`config.mk`:
```
export PLATFORM = sky130hd
export DESIGN_NAME = button_click_event_detector_top
export DESIGN_NICKNAME = d
export VERILOG_FILES = /design/src/hdl/btn_evt_pkg.sv /design/src/hdl/btn_evt_fsm.sv /design/src/hdl/button_click_event_detector_top.sv
export SDC_FILE = /design/constraint.sdc
export NUM_CORES = 1
export LEC_CHECK = 0
export BUFFER_PORTS_ARGS = -buffer_cell sky130_fd_sc_hd__buf_4
export CAP_MARGIN = 20
export CORE_UTILIZATION = 53
export CTS_CLUSTER_DIAMETER = 200
export DETAILED_ROUTE_END_ITERATION = 8
export HOLD_SLACK_MARGIN = 0.1
export PLACE_DENSITY = 0.74
export SLEW_MARGIN = 30
export SYNTH_ARGS = -nofsm -noshare
export SYNTH_HDL_FRONTEND = slang
export SYNTH_SLANG_ARGS = --single-unit
```
`constraint.sdc`:
```
create_clock -name clock -period 3.87 [get_ports clock]
set_input_delay 0.9675 -clock clock [delete_from_list [all_inputs] [get_ports clock]]
set_output_delay 0.9675 -clock clock [all_outputs]
set_load 0.005 [all_outputs]
```
`src/hdl/btn_evt_pkg.sv`:
```
// shared types and constants of the button click event detector
`timescale 1ns / 1ps

package btn_evt_pkg;

   localparam int THRESH_WIDTH = 16;
   localparam int CSR_ADDR_WIDTH = 3;

   // register indexes on the csr port
   localparam logic [CSR_ADDR_WIDTH-1:0] REG_ACTIVE_LEVEL        = 3'd0;
   localparam logic [CSR_ADDR_WIDTH-1:0] REG_DOUBLE_CLICK_ENABLE = 3'd1;
   localparam logic [CSR_ADDR_WIDTH-1:0] REG_LONG_PRESS_ENABLE   = 3'd2;
   localparam logic [CSR_ADDR_WIDTH-1:0] REG_PRESS_DEBOUNCE      = 3'd3;
   localparam logic [CSR_ADDR_WIDTH-1:0] REG_RELEASE_DEBOUNCE    = 3'd4;
   localparam logic [CSR_ADDR_WIDTH-1:0] REG_LONG_PRESS          = 3'd5;
   localparam logic [CSR_ADDR_WIDTH-1:0] REG_CLICK_CONFIRM       = 3'd6;

   // detector modes
   localparam logic [1:0] MODE_IDLE    = 2'd0;
   localparam logic [1:0] MODE_PRESSED = 2'd1;
   localparam logic [1:0] MODE_AWAIT   = 2'd2;
   localparam logic [1:0] MODE_LONG    = 2'd3;

   typedef struct packed {
      logic                    active_level;
      logic                    double_click_enable;
      logic                    long_press_enable;
      logic [THRESH_WIDTH-1:0] press_debounce_ticks;
      logic [THRESH_WIDTH-1:0] release_debounce_ticks;
      logic [THRESH_WIDTH-1:0] long_press_ticks;
      logic [THRESH_WIDTH-1:0] click_confirm_ticks;
   } cfg_type;

   // member order matches rsp_tdata from the highest bit down
   typedef struct packed {
      logic click_long_press_event;
      logic long_press_event;
      logic double_click_event;
      logic click_event;
      logic released_event;
      logic pressed_event;
   } evt_type;

endpackage

```
`src/hdl/btn_evt_fsm.sv`:
```
// mode machine and tick counters of the button click event detector
`timescale 1ns / 1ps

module btn_evt_fsm #(
   parameter int COUNT_WIDTH = 16
) (
   input  logic                 clock,
   input  logic                 reset,
   input  logic                 step,
   input  logic                 button_level,
   input  btn_evt_pkg::cfg_type cfg,
   output btn_evt_pkg::evt_type evt
);

   localparam int CMP_WIDTH = (COUNT_WIDTH > btn_evt_pkg::THRESH_WIDTH) ?
                              COUNT_WIDTH : btn_evt_pkg::THRESH_WIDTH;
   localparam logic [COUNT_WIDTH-1:0] COUNT_MAX = {COUNT_WIDTH{1'b1}};

   logic [1:0]             mode_ff, mode_in;
   logic [COUNT_WIDTH-1:0] press_count_ff, press_count_in;
   logic [COUNT_WIDTH-1:0] release_count_ff, release_count_in;
   logic                   debounced_ff, debounced_in;

   logic                   active;
   logic [COUNT_WIDTH-1:0] press_inc, release_inc;

   function automatic logic gt(input logic [COUNT_WIDTH-1:0] c,
                               input logic [btn_evt_pkg::THRESH_WIDTH-1:0] t);
      logic [CMP_WIDTH-1:0] ce;
      logic [CMP_WIDTH-1:0] te;
      ce = CMP_WIDTH'(c);
      te = CMP_WIDTH'(t);
      return ce > te;
   endfunction

   assign active      = (button_level == cfg.active_level);
   assign press_inc   = (press_count_ff == COUNT_MAX) ? COUNT_MAX : press_count_ff + 1'b1;
   assign release_inc = (release_count_ff == COUNT_MAX) ? COUNT_MAX :
                        release_count_ff + 1'b1;

   always_comb begin
      mode_in          = mode_ff;
      press_count_in   = press_count_ff;
      release_count_in = release_count_ff;
      debounced_in     = debounced_ff;
      evt              = '0;
      unique case (mode_ff) inside
         btn_evt_pkg::MODE_IDLE: begin
            if (active) begin
               mode_in = btn_evt_pkg::MODE_PRESSED;
            end
         end
         btn_evt_pkg::MODE_PRESSED, btn_evt_pkg::MODE_AWAIT: begin
            if (active) begin
               press_count_in   = press_inc;
               release_count_in = '0;
               if (!debounced_ff && gt(press_inc, cfg.press_debounce_ticks)) begin
                  evt.pressed_event = 1'b1;
                  debounced_in      = 1'b1;
               end
               if (cfg.long_press_enable && gt(press_inc, cfg.long_press_ticks)) begin
                  // a second press after a click reports its own long event
                  if (mode_ff == btn_evt_pkg::MODE_PRESSED) begin
                     evt.long_press_event = 1'b1;
                  end else begin
                     evt.click_long_press_event = 1'b1;
                  end
                  press_count_in = '0;
                  debounced_in   = 1'b0;
                  mode_in        = btn_evt_pkg::MODE_LONG;
               end
            end else begin
               release_count_in = release_inc;
               press_count_in   = '0;
               if (mode_ff == btn_evt_pkg::MODE_PRESSED) begin
                  if (!debounced_ff) begin
                     // short bounce back to idle
                     release_count_in = '0;
                     mode_in          = btn_evt_pkg::MODE_IDLE;
                  end else if (gt(release_inc, cfg.release_debounce_ticks)) begin
                     release_count_in   = '0;
                     debounced_in       = 1'b0;
                     evt.released_event = 1'b1;
                     if (cfg.double_click_enable) begin
                        mode_in = btn_evt_pkg::MODE_AWAIT;
                     end else begin
                        evt.click_event = 1'b1;
                        mode_in         = btn_evt_pkg::MODE_IDLE;
                     end
                  end
               end else begin
                  if (debounced_ff) begin
                     if (gt(release_inc, cfg.release_debounce_ticks)) begin
                        evt.released_event     = 1'b1;
                        evt.double_click_event = 1'b1;
                        debounced_in           = 1'b0;
                        mode_in                = btn_evt_pkg::MODE_IDLE;
                     end
                  end else if (gt(release_inc, cfg.click_confirm_ticks)) begin
                     evt.click_event = 1'b1;
                     mode_in         = btn_evt_pkg::MODE_IDLE;
                  end
               end
            end
         end
         default: begin
            if (active) begin
               release_count_in = '0;
            end else begin
               release_count_in = release_inc;
               if (gt(release_inc, cfg.release_debounce_ticks)) begin
                  evt.released_event = 1'b1;
                  mode_in            = btn_evt_pkg::MODE_IDLE;
               end
            end
         end
      endcase
   end

   always_ff @(posedge clock) begin
      if (reset) begin
         mode_ff          <= btn_evt_pkg::MODE_IDLE;
         press_count_ff   <= '0;
         release_count_ff <= '0;
         debounced_ff     <= 1'b0;
      end else if (step) begin
         mode_ff          <= mode_in;
         press_count_ff   <= press_count_in;
         release_count_ff <= release_count_in;
         debounced_ff     <= debounced_in;
      end
   end

endmodule

```
`src/hdl/button_click_event_detector_top.sv`:
```
// top level of the button click event detector
`timescale 1ns / 1ps

// Button click event detector for one key.
// req channel: one request per sampling tick, req_tdata[0] is the raw pin level.
// rsp channel: one result per request, six one-tick event flags in rsp_tdata.
// csr port: write-only registers, taken on any clock edge with csr_wr_en high;
// write them only while no request is in flight.
// Pipeline: a request is held in an input register, then the mode machine
// updates its counters and loads the result register, from which the result
// shows on rsp.
// Throughput: one request per cycle while rsp_tready is high; the tick update
// is a single pass through the mode machine between input and result registers.
// Reset: synchronous; mode goes idle, counters and the debounced flag clear, and
// the registers take their defaults (active low, double click and long press
// enabled, debounce 2, long press 100, click confirm 30 ticks).
// Stall: while rsp_tready is low the result holds, the input register fills,
// and req_tready then drops; no request is lost or repeated.
module button_click_event_detector_top #(
   parameter int COUNT_WIDTH = 16
) (
   input  logic                                   clock,
   input  logic                                   reset,
   input  logic                                   req_tvalid,
   output logic                                   req_tready,
   input  logic [7:0]                             req_tdata,  // [0] button_level
   output logic                                   rsp_tvalid,
   input  logic                                   rsp_tready,
   // [0] pressed, [1] released, [2] click, [3] double click, [4] long press,
   // [5] click long press events
   output logic [7:0]                             rsp_tdata,
   input  logic                                   csr_wr_en,
   input  logic [btn_evt_pkg::CSR_ADDR_WIDTH-1:0] csr_addr,
   input  logic [btn_evt_pkg::THRESH_WIDTH-1:0]   csr_wdata
);

   btn_evt_pkg::cfg_type cfg_ff;
   btn_evt_pkg::evt_type evt;
   btn_evt_pkg::evt_type evt_ff;

   logic in_valid_ff;
   logic level_ff;
   logic rsp_valid_ff;
   logic out_free;
   logic step;

   assign out_free   = !rsp_valid_ff || rsp_tready;
   assign step       = in_valid_ff && out_free;
   assign req_tready = !in_valid_ff || out_free;

   always_ff @(posedge clock) begin
      if (reset) begin
         cfg_ff.active_level           <= 1'b0;
         cfg_ff.double_click_enable    <= 1'b1;
         cfg_ff.long_press_enable      <= 1'b1;
         cfg_ff.press_debounce_ticks   <= 16'd2;
         cfg_ff.release_debounce_ticks <= 16'd2;
         cfg_ff.long_press_ticks       <= 16'd100;
         cfg_ff.click_confirm_ticks    <= 16'd30;
      end else if (csr_wr_en) begin
         unique case (csr_addr)
            btn_evt_pkg::REG_ACTIVE_LEVEL:        cfg_ff.active_level <= csr_wdata[0];
            btn_evt_pkg::REG_DOUBLE_CLICK_ENABLE: cfg_ff.double_click_enable <= csr_wdata[0];
            btn_evt_pkg::REG_LONG_PRESS_ENABLE:   cfg_ff.long_press_enable <= csr_wdata[0];
            btn_evt_pkg::REG_PRESS_DEBOUNCE:      cfg_ff.press_debounce_ticks <= csr_wdata;
            btn_evt_pkg::REG_RELEASE_DEBOUNCE:    cfg_ff.release_debounce_ticks <= csr_wdata;
            btn_evt_pkg::REG_LONG_PRESS:          cfg_ff.long_press_ticks <= csr_wdata;
            btn_evt_pkg::REG_CLICK_CONFIRM:       cfg_ff.click_confirm_ticks <= csr_wdata;
            default: begin
               // unused index, write dropped
            end
         endcase
      end
   end

   // input register
   always_ff @(posedge clock) begin
      if (reset) begin
         in_valid_ff <= 1'b0;
      end else if (req_tready) begin
         in_valid_ff <= req_tvalid;
      end
   end

   always_ff @(posedge clock) begin
      if (req_tready && req_tvalid) begin
         level_ff <= req_tdata[0];
      end
   end

   btn_evt_fsm #(
      .COUNT_WIDTH(COUNT_WIDTH)
   ) u_fsm (
      .clock       (clock),
      .reset       (reset),
      .step        (step),
      .button_level(level_ff),
      .cfg         (cfg_ff),
      .evt         (evt)
   );

   // result register
   always_ff @(posedge clock) begin
      if (reset) begin
         rsp_valid_ff <= 1'b0;
      end else if (out_free) begin
         rsp_valid_ff <= in_valid_ff;
      end
   end

   always_ff @(posedge clock) begin
      if (step) begin
         evt_ff <= evt;
      end
   end

   assign rsp_tvalid = rsp_valid_ff;
   assign rsp_tdata  = {2'b00, evt_ff};

endmodule

```
== Word level (Yosys, flattened, before mapping) ==
Cells that the tools add are included.
Storage, ports and cells
  flip-flop bits (word level): 111
  latch bits: 0
  bits in writable memories: 0
  ROM bits: 0
  bits of input ports: 32
  output and inout bits: 10
  memories kept: 0
Operators by class
  add/sub/neg operators: 2
  $mul: 0
  div/mod/pow operators: 0
  $lt $le $gt $ge: 4
  eq/ne operators: 17
  shift operators: 0
  multiplexer cells: 41
  bitwise operators: 2
  reduce and logical (&&, ||, !) cells: 27
Operators by type and width (count)
  2-to-1 mux 16 bit: 9
  greater-than comparator 16 bit: 4
  adder 16 x 1 -> 16 bit, second input constant: 2
  equality test 16 bit, second input constant: 2
  one-hot mux 16 bit (2 select lines): 1
  2-to-1 mux 2 bit: 14
  AND reduction 2 bit: 10
  2-to-1 mux 1 bit: 15
  equality test 3 bit, second input constant: 3
  inequality test 3 bit, second input constant: 3
  equality test 3 x 2 -> 1 bit, second input constant: 2
  AND reduction 3 bit: 2
  AND reduction 6 bit: 1
  inequality test 5 x 1 -> 1 bit, second input constant: 1
  inequality test 5 bit, second input constant: 1
  logical AND 1 bit: 4
  one-hot mux 2 bit (2 select lines): 1
  OR reduction 2 bit: 2
  equality test 3 x 1 -> 1 bit, second input constant: 1
  logical NOT 1 bit: 3
  logical NOT 3 bit: 1
  OR reduction 3 bit: 1
  equality test 2 x 1 -> 1 bit, second input constant: 1
  equality test 2 bit, second input constant: 1
  other kinds (6): 8

== Longest topological paths before layout ==
  word-level depth: 8
  depth in mapped cells: 18

== By module ==
From an unflattened synthesis, not the netlist that was laid out.
Unflattened totals
  cells, all modules: 778
  area, all modules: 6915.4 sq um
Modules (own cells, without submodules)
  btn_evt_fsm: instances 1, cells an instance 503, area each 3792.4 sq um, seq. area each 700.7 sq um
  button_click_event_detector_top: instances 1, cells an instance 275, area each 3123.0 sq um, seq. area each 1591.5 sq um

== Worst setup path before layout ==
OpenSTA, ideal clock, no wires.
  path kind: flip-flop to flip-flop
  start: register u_fsm.press_count_ff[0]
  end: register u_fsm.mode_ff[1]
  setup time: 0.092 ns
  arrival time: 3.727 ns
  setup slack: 0.051 ns
  stages on the path, launching flop included: 17
  path buffers: 2
  period minus slack after synthesis: 3.819 ns
  cell sequence: dfxtp_1 > ha_1 > and3_1 > and3_1 > buf_2 > nand3_1 > or3_1 > clkbuf_1 > nand2_1 > ha_1 > nand4_1 > or4_1 > a21o_1 > a311oi_1 > nor2_1 > or3_1 > o32ai_1
On the way
  longest elaborated chain between the ends: 6
  elaborated cells between the ends (all ways): 7
  classes of those cells: add/sub (1); order compare (1); eq/ne (2); mux (1); reduce/logical (2)
Ends and longest elaborated chain
  start: declaration: RTL line btn_evt_fsm.sv:20  | logic [COUNT_WIDTH-1:0] press_count_ff, press_count_in;
  start signal: assignment: RTL line btn_evt_fsm.sv:128  | press_count_ff <= press_count_in;
  adder 16 x 1 -> 16 bit or equality test 16 bit (tied branches): RTL line btn_evt_fsm.sv:37  | assign press_inc = (press_count_ff == COUNT_MAX) ? COUNT_MAX : press_count_ff + 1'b1;
  2-to-1 mux 16 bit *: RTL line btn_evt_fsm.sv:37
  greater-than comparator 16 bit *: RTL line btn_evt_fsm.sv:33  | return ce > te;
  logical AND 1 bit *: RTL line btn_evt_fsm.sv:61  | if (cfg.long_press_enable && gt(press_inc, cfg.long_press_ticks)) begin
  inequality test 3 bit (no source line) *
  AND reduction 6 bit (no source line) *
  end signal: assignment: RTL line btn_evt_fsm.sv:122  | mode_ff <= btn_evt_pkg::MODE_IDLE;
  end signal: assignment: RTL line btn_evt_fsm.sv:127  | mode_ff <= mode_in;
  end: declaration: RTL line btn_evt_fsm.sv:19  | logic [1:0] mode_ff, mode_in;
Mark *: on every way between the ends. The rest lies on a longest branch, timed or not.
A chain may end at the register's enable or synchronous reset.

== Final worst setup path ==
Ends and elaborated chain as after synthesis.

==> results.toml <==
[drt]
drt-initial-drc-count = 456
routed_wl_mm = 16.9
dr_total_vias = 6035
viasPerCell = 5.80
wl_per_cell_um = 16.3
route.detailed.drc = 0
ant_nets = 0
firstDrtPassIters = 5

[timing]
setup_slack_ns = 0.0833
relSlewSlack_pct = 39.9
layout_min_cycle_time_ns = 3.79
setup_viol = 0
worst_pin_slew_ns = 0.901
period_share_pct = 97.8
fin_skew_ns = 0.0134
slew_viol_final = 0
grt_setup_unrepaired = "true"
timing.hold.ws_ns = 0.460
final-hold-violation-count = 0
fmax_mhz = 264
final.setup.tns_ns = 0

[cts]
cts_sinks = 111
cts_buffers = 9
clk_pin_slew_ns = 0.09
clk_latency_ns = 0.36
cts_max_path_buffers = 2
cts_hold_buf = 0
cts_tree = "done"
cts_root_buf = "clkbuf_16"
htreeDepth = 3

[grt]
grt_pass1_vias = 5887
grt_pass1_wl_mm = 27.4
grtUsageTotal_pct = 27.3
grt_start_max_net_pins = 91
grt.overflow.total = 0
antenna_found_initial = 0

[synth]
synth_cells = 836
ys.flop_type = "dfxtp_1"
yosysTopAreaCell = "dfxtp_1"
syn_area_per_cell_um2 = 7.75
synth_top_area_share_pct = 32.1
seq_area_frac_synth_pct = 35.4
synthArstFlopShare_pct = 0
ys_warn_count = 0
synthTopCellsByArea = "dfxtp_1 (32%), ha_1 (14%), nand2_1 (10%)"
ys_types = 49
synth_area_um2 = 6480
synth_edf_count = 7
synth-seq-cells = 111

[power]
p_leak_nw = 3.20
power_density_nw_per_um2 = 312
max-vdd-ir-drop_mv = 0.229

[setup_path]
r2r_cells = 15
crit_path_start = "u_fsm.press_count_ff[0]"
worstPathRequired_ns = 4.15
r2r_slack_ns = 0.08
path_max_fanout = 4
critPathKind = "reg2reg"
r2r-end = "u_fsm.mode_ff[1]"
worstPathArrival_ns = 4.07
worstSetupStartpointType = "flip-flop"
crit-reg2reg-launch = "u_fsm.press_count_ff[0]"
cp-end-kind = "flip-flop"

[placed_design]
port_buffers = 32
dp_slack_ns = -0.137
routabilityCongestion = 0.912
hpwl_mm = 12.4

[hold_path]
holdCritStartpoint = "cfg_ff[23]"
holdPathStages = 2
hold_path_class = "reg2reg"
min_to = "cfg_ff[23]"

[floorplan]
core_um2 = 12000
initial_core_util_pct = 54.1
die_w_um = 113
die_y_um = 113
dieArea_um2 = 12700
rows = 40
io_pins = 42

[run_status]
status = "completed"

[layout]
layout-drive-gt1-share_pct = 14.2
syn_to_final_growth_pct = 16.9
nets = 990
finish.utilization_pct = 63.3
n_antenna_cell = 0

[job]
maxCapViolCount = 0
[synth_stat cells (all sizes together), types with 11 or more instances]
cell	count
and3	13
a211o	11
clkbuf	33
o21ai	24
nand3	25
a21oi	96
dfxtp	104
nor3	13
nand4	15
nand2	172
a22o	16
inv	69
nor2	49
ha	70
[repair_timing]
item	CTS	global route
pin swaps	1	10
setup buffers	0	4
gates resized for setup	6	23
setup endpoints to repair	2	37
[report_power, final]
part / internal, W / switching (W) / leakage, nW
clock: 0.000478 / 0.000509 / 0.156
combinational: 0.0000724 / 0.000117 / 2.13
sequential: 0.00117 / 0.0000115 / 0.911
total: 0.00172 / 0.000638 / 3.20
[per-layer routing]
layer	routed length (um)	track usage, %
met4	545	11.5
met3	752	5.18
met1	7140	31.2
met5	0	0
met2	8510	49.7
[worst max-delay path, cell delays in order, from the launching register on]
cell and delay, ns:
dfxtp_2 0.34, buf_4 0.12, and3_4 0.18, and4_4 0.21, buf_4 0.12, nand4_1 0.11
xor2_1 0.23, nand2_1 0.15, ha_4 0.29, nand4_1 0.13, or4_4 0.55, a21o_1 0.20
a311oi_2 0.37, nor2_1 0.10, or3_1 0.35, o32ai_2 0.24
[state kept, by name, indices dropped and copies added (netlist names)]
| name | cells |
|---|---|
| u_fsm.debounced_ff | 1 |
| u_fsm.mode_ff | 2 |
| rsp_tdata | 6 |
| in_valid_ff | 1 |
| cfg_ff | 67 |
| level_ff | 1 |
| rsp_tvalid | 1 |
| u_fsm.release_count_ff | 16 |
| u_fsm.press_count_ff | 16 |
[how the worst max path moves through the flow]
stage / end / slack [ns] / depth (start not counted)
floorplan: u_fsm.mode_ff[1] / 0.05 / 16
global placement: u_fsm.mode_ff[1] / -0.12 / 14
detailed placement: u_fsm.mode_ff[1] / -0.14 / 15
CTS: u_fsm.mode_ff[1] / 0.02 / 16
global route: u_fsm.mode_ff[0] / -0.05 / 16
finish: u_fsm.mode_ff[1] / 0.08 / 15
[placed cells by master, fill, tap and decap left out, types with 15 or more instances in the layout]
master,n
inv_1,69
nand2_1,171
a21oi_1,96
dfxtp_1,102
buf_4,77
o21ai_0,23
nand4_1,15
a22o_1,16
nor2_1,46
ha_1,68
nand3_1,23
[cells by family after synthesis]
logic type               Yosys count  share of synthesized area, %
flip-flops                       111                          35.4
multiplexers                       6                          1.02
adder cells (fa/ha/maj)           70                          13.5
AO/OA/AOI/OAI                    188                          17.8
XOR/XNOR                          19                          2.57
buffers and inverters            107                          6.38
other                              1                        0.0579
AND/OR/NAND/NOR                  334                          23.3
[stage by stage]
step | area, um2 | power [W] | cells
floorplan | 6480 | 0.00132 | 837
global placement | 7070 | 0.00138 | 1020
detailed placement | 7070 | 0.00139 | 1020
CTS | 7420 | 0.00237 | 1036
global route | 7570 | 0.00244 | 1040
finish | 7570 | 0.00236 | 1040
[area by class of cell]
| type | instances | area, um2 |
|---|---|---|
| Fill cell | 1011 | 4390 |
| Clock inverter | 7 | 96.3 |
| Clock buffer | 9 | 225 |
| Tap cell | 147 | 184 |
| Inverter | 69 | 259 |
| Multi-Input combinational cell | 619 | 3930 |
| Sequential cell | 111 | 2290 |
| Timing Repair Buffer | 78 | 589 |
Power figures use the tool's default switching activity.
